==> src/pidis_pkg.sv <==
// Shared types and constants of the PID controller with integral separation
`default_nettype none

package pidis_pkg;

	// word format: signed two's complement, FRAC_BITS fraction bits
	localparam int DATA_WIDTH      = 32;
	localparam int FRAC_BITS       = 16;
	localparam int PROD_WIDTH      = 2 * DATA_WIDTH;
	localparam int MAG_WIDTH       = DATA_WIDTH - 1;
	localparam int CFG_INDEX_WIDTH = 3;

	// register reset values: limit wide open, gate 10.0, integral clamp 100.0
	localparam logic [MAG_WIDTH-1:0] OUT_LIMIT_RESET      = {MAG_WIDTH{1'b1}};
	localparam logic [MAG_WIDTH-1:0] ERROR_GATE_RESET     = MAG_WIDTH'(64'd10 << FRAC_BITS);
	localparam logic [MAG_WIDTH-1:0] INTEGRAL_LIMIT_RESET = MAG_WIDTH'(64'd100 << FRAC_BITS);

	// configuration register indexes
	typedef enum logic [CFG_INDEX_WIDTH-1:0] {
		CFG_KP             = 3'd0,
		CFG_KI             = 3'd1,
		CFG_KD             = 3'd2,
		CFG_OUT_LIMIT      = 3'd3,
		CFG_ERROR_GATE     = 3'd4,
		CFG_INTEGRAL_LIMIT = 3'd5
	} cfg_reg_t;

	// input word
	typedef struct packed {
		logic signed [DATA_WIDTH-1:0] target;
		logic signed [DATA_WIDTH-1:0] measured;
	} pid_in_t;

	// result word
	typedef struct packed {
		logic signed [DATA_WIDTH-1:0] drive;
		logic                         integral_active;
		logic                         drive_clamped;
	} pid_out_t;

endpackage

`default_nettype wire

==> src/pidis_scale.sv <==
// Fixed-point rescale of one full product: truncate toward zero, saturate to a word
`default_nettype none

module pidis_scale (
	input  wire logic signed [pidis_pkg::PROD_WIDTH-1:0] prod,
	output logic signed [pidis_pkg::DATA_WIDTH-1:0]      term
);
	import pidis_pkg::*;

	localparam logic signed [PROD_WIDTH-1:0] BIAS =
		PROD_WIDTH'((64'd1 << FRAC_BITS) - 64'd1);
	localparam logic signed [DATA_WIDTH-1:0] WORD_MAX = {1'b0, {(DATA_WIDTH-1){1'b1}}};
	localparam logic signed [DATA_WIDTH-1:0] WORD_MIN = {1'b1, {(DATA_WIDTH-1){1'b0}}};

	logic signed [PROD_WIDTH-1:0] biased;
	logic signed [PROD_WIDTH-1:0] shifted;
	logic [PROD_WIDTH-DATA_WIDTH:0] top_bits;

	// negative products get a bias so the arithmetic shift rounds toward zero
	assign biased   = prod + (prod[PROD_WIDTH-1] ? BIAS : '0);
	assign shifted  = biased >>> FRAC_BITS;
	assign top_bits = shifted[PROD_WIDTH-1:DATA_WIDTH-1];

	// saturate when the upper bits are not a plain sign extension
	always_comb begin
		if ((&top_bits) || !(|top_bits)) begin
			term = shifted[DATA_WIDTH-1:0];
		end else if (shifted[PROD_WIDTH-1]) begin
			term = WORD_MIN;
		end else begin
			term = WORD_MAX;
		end
	end

endmodule

`default_nettype wire

==> config.mk <==
export PLATFORM = sky130hd
export DESIGN_NAME = pidis_scale
export DESIGN_NICKNAME = d
export VERILOG_FILES = /design/src/pidis_pkg.sv /design/src/pidis_scale.sv
export SDC_FILE = /design/constraint.sdc
export NUM_CORES = 1
export LEC_CHECK = 0
export BUFFER_PORTS_ARGS = -buffer_cell sky130_fd_sc_hd__buf_2
export CAP_MARGIN = 20
export CORE_MARGIN = 5
export CORE_UTILIZATION = 23
export DETAILED_ROUTE_END_ITERATION = 6
export PLACE_DENSITY = 0.51
export SLEW_MARGIN = 30
export SYNTH_ARGS = -nofsm -noshare
export SYNTH_HDL_FRONTEND = slang
export SYNTH_SLANG_ARGS = --single-unit
==> constraint.sdc <==
create_clock -name vclk -period 6
set_input_delay 0 -clock vclk [all_inputs]
set_output_delay 0 -clock vclk [all_outputs]
set_load 0.005 [all_outputs]
# Word level (Yosys, flattened, before mapping)
# Cells that the tools add are included.
dict set report totals {
  ff_bits 0
  in_bits 64
  out_inout_bits 32
  wordCells 8
}
dict set report op_classes {
  add_sub_neg 1
  muxes 3
  n_reduce_logical 4
}
# cell n
set op_table {}
lappend op_table {{adder 64 x 16 -> 64 bit} 1}
lappend op_table {{two-way mux 32 bit} 2}
lappend op_table {{AND reduction 17 bit} 1}
lappend op_table {{OR reduction 17 bit} 1}
lappend op_table {{two-way mux 16 bit} 1}
lappend op_table {{logical NOT 1 bit} 1}
lappend op_table {{logical OR 1 bit} 1}

# Longest topological paths before layout
# Gate-level depths: netlist of run 1.
dict set report logic_depth {
  ltp_word 6
  mapped_depth 13
  ltp_nobuf 10
}

# Worst setup path before layout of run 1
# OpenSTA, ideal clock, no wires.
dict set report synth_path {
  path_type {input to output}
  start {in prod[6] (netlist name)}
  end {out term[10] (netlist name)}
  arrival_ns 2.592
  t_required_ns 6.000
  path_slack_ns 3.408
  stages 12
  path_cell_list {ha_1 > and3_1 > a32o_1 > a21oi_1 > o22a_1 > buf_2 > nor2_1 > mux2i_1 > a2111o_1 > o31ai_4 > buf_4 > nand3_1}
}
dict set report synth_via {
  elab_chain_cells 5
}
# element line
set synth_lines {}
lappend synth_lines {{start, declared} pidis_scale.sv:5} ;# input wire logic signed [pidis_pkg::PROD_WIDTH-1:0] prod,
lappend synth_lines {{adder 64 x 16 -> 64 bit (*)} pidis_scale.sv:20} ;# assign biased = prod + (prod[PROD_WIDTH-1] ? BIAS : '0);
lappend synth_lines {{OR reduction 17 bit} pidis_scale.sv:26} ;# if ((&top_bits) || !(|top_bits)) begin
lappend synth_lines {{logical NOT 1 bit} pidis_scale.sv:26}
lappend synth_lines {{logical OR 1 bit} pidis_scale.sv:26}
lappend synth_lines {{two-way mux 32 bit (*)} pidis_scale.sv:26}
lappend synth_lines {{end, declared} pidis_scale.sv:6} ;# output logic signed [pidis_pkg::DATA_WIDTH-1:0] term
# Every way passes the cells marked *; elsewhere a longest branch is shown, timed or not.

# Worst setup path in the final report of run 1
dict set report layout_path {
  start {in prod[63] (netlist name)}
  end {out term[0] (netlist name)}
}
dict set report layout_via {
  elab_chain_cells 6
}
# element line
set layout_lines {}
lappend layout_lines {{two-way mux 16 bit} pidis_scale.sv:20}
lappend layout_lines {{adder 64 x 16 -> 64 bit (*)} pidis_scale.sv:20}
lappend layout_lines {{OR reduction 17 bit} pidis_scale.sv:26}
lappend layout_lines {{logical NOT 1 bit} pidis_scale.sv:26}
lappend layout_lines {{logical OR 1 bit} pidis_scale.sv:26}
lappend layout_lines {{two-way mux 32 bit (*)} pidis_scale.sv:26}
# Marked as above.

==> results.md, run 1 <==
* WL per Instance at roughly 15 µm
* Peak Freq at around 260 MHz
* Die width at 105 µm
* Final setup vio count at 0
* Peak VDD IR at roughly 0.000019 V
* Die height at roughly 110 µm
* Setup TNS at 0 ns
* GRT overflow at 0
* Fin Hold WS at 0.393 ns
* Final period utilization at 0.644
* Register area share after synthesis at 0
* Worst path required time at approximately 6.0 ns
* # DRC at 0
* Final critical-path required period at 3.86 ns
* Final Slew Violations at 0
* Starting Density at 0.238
* Slew @ Worst Pin at approximately 0.64 ns
* Placer Congestion at between 0.9 and 1
* Hpwl dp at around 6600 µm
* Antenna Diode Count at 0
* Final hold viol count at 0
* Setup CP Type: in2out
* # IOs at 96
* Final WL at around 7800 µm
* Max_cap viols at 0
* RSZ-0062 raised after global routing: no
* Count leader, synth: nand3_1
* Placed cell area at 2660 µm²
* Port bufs at 96
* Core area at roughly 8800 µm²
* Total die area at 11,100 µm²
* Ys Warns at 0
* Crit-path max FO at 31
* # rows at 34
* Register area at 0 µm²
* Pwr/cell area at 59.6 nW/µm²
* Yosys cell types at between 50 and 60
* Leak at 1.09 nW
* Cells resized by post-CTS repair at 0
* Design area at 2660 µm²
* Number of flip-flops and latches at 0
* Hold WC Path Type: in2out
* Crit end category: output port
* Avg Inst Size Synth at ~6.3 µm²
* First-pass GRT wire length at ~13,000 µm
* Syn nets at 409
* CP startpoint kind: input pin
* Routed vias/inst at roughly 5.4
* Post-CTS Setup Inserts at 0
* Pin count of the biggest net entering global routing at 32
* Final nets at 496
* Hold Path Depth at 4
* Status: completed
* Crit path arrival time at a little under 4 ns
* Share of post-route cells with drive strength above 1 at 0.263
* Synthesized instance count at 330
* Syn-to-layout area delta at 27.6%
* ANT nets after route at 0
* Top cells by area, synth: nand3_1 13%, nand2_1 9.2%, ha_1 9.0%
* Clock buffers at 0
* Max-slew headroom at 0.567
* # hold bufs at CTS at 0
* Vias in the first global route at around 2,800
* Top-area cell type share of the netlist area at 0.134
* Synth top cells by count: 56 x nand3_1, 51 x nand2_1, 19 x a21oi_1
* Pre-Repair DR Iteration Count at 4
* Global Route Usage Sum at 0.132
* Initial antenna violation count at 0
* Mapped cell area at 2090 µm²
* Synth area leader: nand3_1
* Iteration-0 DRC Markers at 113
* Vias at approximately 2,800
==> cells by family after synthesis <==
family,count (synthesis),synth area share
adders and majority gates,15,0.0900
xor gates and xnor gates,27,0.113
and+or+nand+nor,192,0.487
muxes,1,0.00480
AOI/OAI and AO/OA,74,0.254
buffers and inverters,21,0.0510
==> through the flow <==
stage | utilization | std cells | power [mW] | setup WS, ns
floorplan | - | 330 | 0.0902 | 3.41
global placement | 0.300 | 522 | 0.154 | 1.93
detailed placement | 0.304 | 523 | 0.158 | 2.15
CTS | 0.304 | 523 | 0.159 | 2.15
global route | 0.304 | 523 | 0.178 | 1.78
finish | 0.304 | 523 | 0.159 | 2.14
==> final cells by class <==
type               instances  area [µm²]
fillers                 1012        6100
inverters                  9        33.8
multi-input cells        309        2000
well taps                108         135
repair buffers            97         495
==> layout by cell type (no fill, tap or decap), drive strengths merged, types with 5 or more instances in the layout <==
cell type	synthesis	routed
a21o	7	7
a21oi	19	19
and2	6	6
and3	10	10
and4	5	5
buf	9	97
ha	15	15
inv	9	9
nand2	51	51
nand3	56	56
nand4	18	18
nor2	18	18
nor3	6	6
nor4	5	5
o211ai	6	6
o21ai	12	12
or3	7	7
xnor2	18	18
xor2	9	9
==> critical path, stage by stage <==
cell      delay (ns)
buf_2           0.22
ha_1            0.39
and3_1          0.20
a32o_1          0.27
a21oi_1         0.15
o22a_1          0.41
or4_1           0.57
a222oi_1        0.39
a31o_2          0.59
or3b_1          0.41
nand3_1         0.12
buf_2           0.15
==> metal layers <==
layer  GRT usage  part of all wire  up-vias
li1            -                 -     1436
met3      0.0104             0.058        4
met2       0.225              0.46       96
met1       0.188              0.47     1283
met4      0.0100            0.0087        0
met5           0                 0        -
==> report_power, final <==
part	internal (mW)	switching [mW]
registers	0	0
logic	0.0653	0.0933
clock network	0	0
==> worst paths after layout <==
path,end,startpoint
setup / recovery,term[0],prod[63]
hold / removal,term[19],prod[35]
Power figures use the tool's default switching activity.
==> inputs of run 2 (changes only) <==
PLACE_DENSITY = 0.53   (was 0.51)
clock period = 3.4 ns   (was 6 ns; I/O delays follow)
==> run 2 against run 1 <==
Compared with the run above:
- total power up 92%
- first-iteration DRC count up 8.0%
- sequential share of layout area unchanged
- largest cell class unchanged
==> results.md, run 2 (same netlist as run 1, synthesis figures left out) <==
* Share of post-route cells with drive strength above 1 at 0.300 (+0.0369)
* Final hold viol count at 0 (unchanged)
* Placed cell area at 2720 µm² (+2.1%)
* Core area at 8760 µm² (unchanged)
* Hold Path Depth at 4 (unchanged)
* Hpwl dp at 6760 µm (+2.3%)
* CP startpoint kind: input pin
* Crit-path max FO at 17 (-45%)
* Post-CTS Setup Inserts at 0 (unchanged)
* ANT nets after route at 0 (unchanged)
* Iteration-0 DRC Markers at 122 (+8.0%)
* Starting Density at 0.238 (unchanged)
* Final nets at 505 (+1.8%)
* Crit path arrival time at 3.20 ns (-0.66 ns)
* Leak at 1.13 nW (+4.1%)
* Die width at 105 µm (unchanged)
* Hold WC Path Type: in2out
* Max stage delay on crit path at 0.52 ns (-0.07 ns)
* Most frequent cells in the layout: 95 x buf_2, 56 x nand3_1, 51 x nand2_1
* Vias in the first global route at 2,841 (+2.4%)
* # IOs at 96 (unchanged)
* Most common cell after layout, fill and taps aside: buf_2
* # rows at 34 (unchanged)
* Final WL at 7890 µm (+1.0%)
* Syn-to-layout area delta at 36.0%
* Global Route Usage Sum at 0.137 (+0.00506)
* Status: completed
* Final setup vio count at 0 (unchanged)
* Placer Congestion at 0.924 (+0.98%)
* CP max-delay cell: or4_1
* Crit path cell chain: buf_4 > ha_1 > and3_1 > a32o_1 > a21oi_1 > o22a_2 > or4_1 > a222oi_1 > a31o_2 > or3b_1 > nand3_1 > buf_2
* Antenna Diode Count at 0 (unchanged)
* Peak Freq at ~310 MHz
* First-pass GRT wire length at 13,300 µm (+3.4%)
* Layout Cells excl Fill at 532 (+1.7%)
* Die height at 105 µm (unchanged)
* Design area at 2840 µm² (+6.6%)
* Crit end category: output port
* WL per Instance at 14.8 µm (-0.67%)
* Pre-Repair DR Iteration Count at 4 (unchanged)
* Pwr/cell area at 107 nW/µm² (+80%)
* Total power at 304 µW (+92%)
* Worst path required time at 3.40 ns (-2.60 ns)
* Setup TNS at 0 ns (unchanged)
* # hold bufs at CTS at 0 (unchanged)
* Peak VDD IR at 0.0000433 V (+130%)
* Max_cap viols at 0 (unchanged)
* Port bufs at 96 (unchanged)
* Register area at 0 µm² (unchanged)
* # DRC at 0 (unchanged)
* Final Slew Violations at 0 (unchanged)
* Max-slew headroom at 0.735 (+0.168)
* Cells resized by post-CTS repair at 0 (unchanged)
* Pin count of the biggest net entering global routing at 32 (unchanged)
* Final period utilization at 0.941
* Vias at 2,842 (+0.82%)
* Final critical-path required period at approximately 3.2 ns
* Clock buffers at 0 (unchanged)
* Number of flip-flops and latches at 0 (unchanged)
* Slew @ Worst Pin at 0.398 ns (-0.246 ns)
* Total die area at 11,100 µm² (unchanged)
* Dpl cells at 532 (+1.7%)
* GRT overflow at 0 (unchanged)
* Routed vias/inst at 5.34 (-0.89%)
* Initial antenna violation count at 0 (unchanged)
* Setup CP Type: in2out
* RSZ-0062 raised after global routing: no
## run 2: final timing paths
kind | endpoint | start | slack [ns]
setup / recovery | term[0] | prod[63] | 0.20
hold / removal | term[19] | prod[35] | 0.39
## run 2: area by class of cell
| class | instances | area [µm²] |
|---|---|---|
| fillers | 1007 | 5930 |
| inverters | 9 | 33.8 |
| multi-input cells | 309 | 2090 |
| well taps | 108 | 135 |
| repair buffers | 106 | 574 |
## run 2: report_power, final
group	internal [mW]	total, mW	switching, mW
Combinational	0.135	0.304	0.169
Sequential	0	0	0
Clock	0	0	0
## run 2: through the flow
step	util	hold WS [ns]	worst slack, ns
floorplan	-	0.162	0.808
global placement	0.310	0.374	0.0999
detailed placement	0.310	0.386	0.0343
CTS	0.310	0.386	0.0393
global route	0.324	0.427	0.0119
finish	0.324	0.386	0.201
## run 2: metal layers
metal	track usage	vias up	share of wire
met1	0.193	1288	0.47
met4	0.0100	0	0.0081
met2	0.238	101	0.47
met3	0.00917	4	0.057
li1	-	1449	-
met5	0	-	0
## run 2: critical path: cells and delay by family
family	cells	cell delay, ns
AND/OR/NAND/NOR	4	1.18
buffers and inverters	2	0.33
AO/OA/AOI/OAI	5	1.32
adder cells (fa/ha/maj)	1	0.34
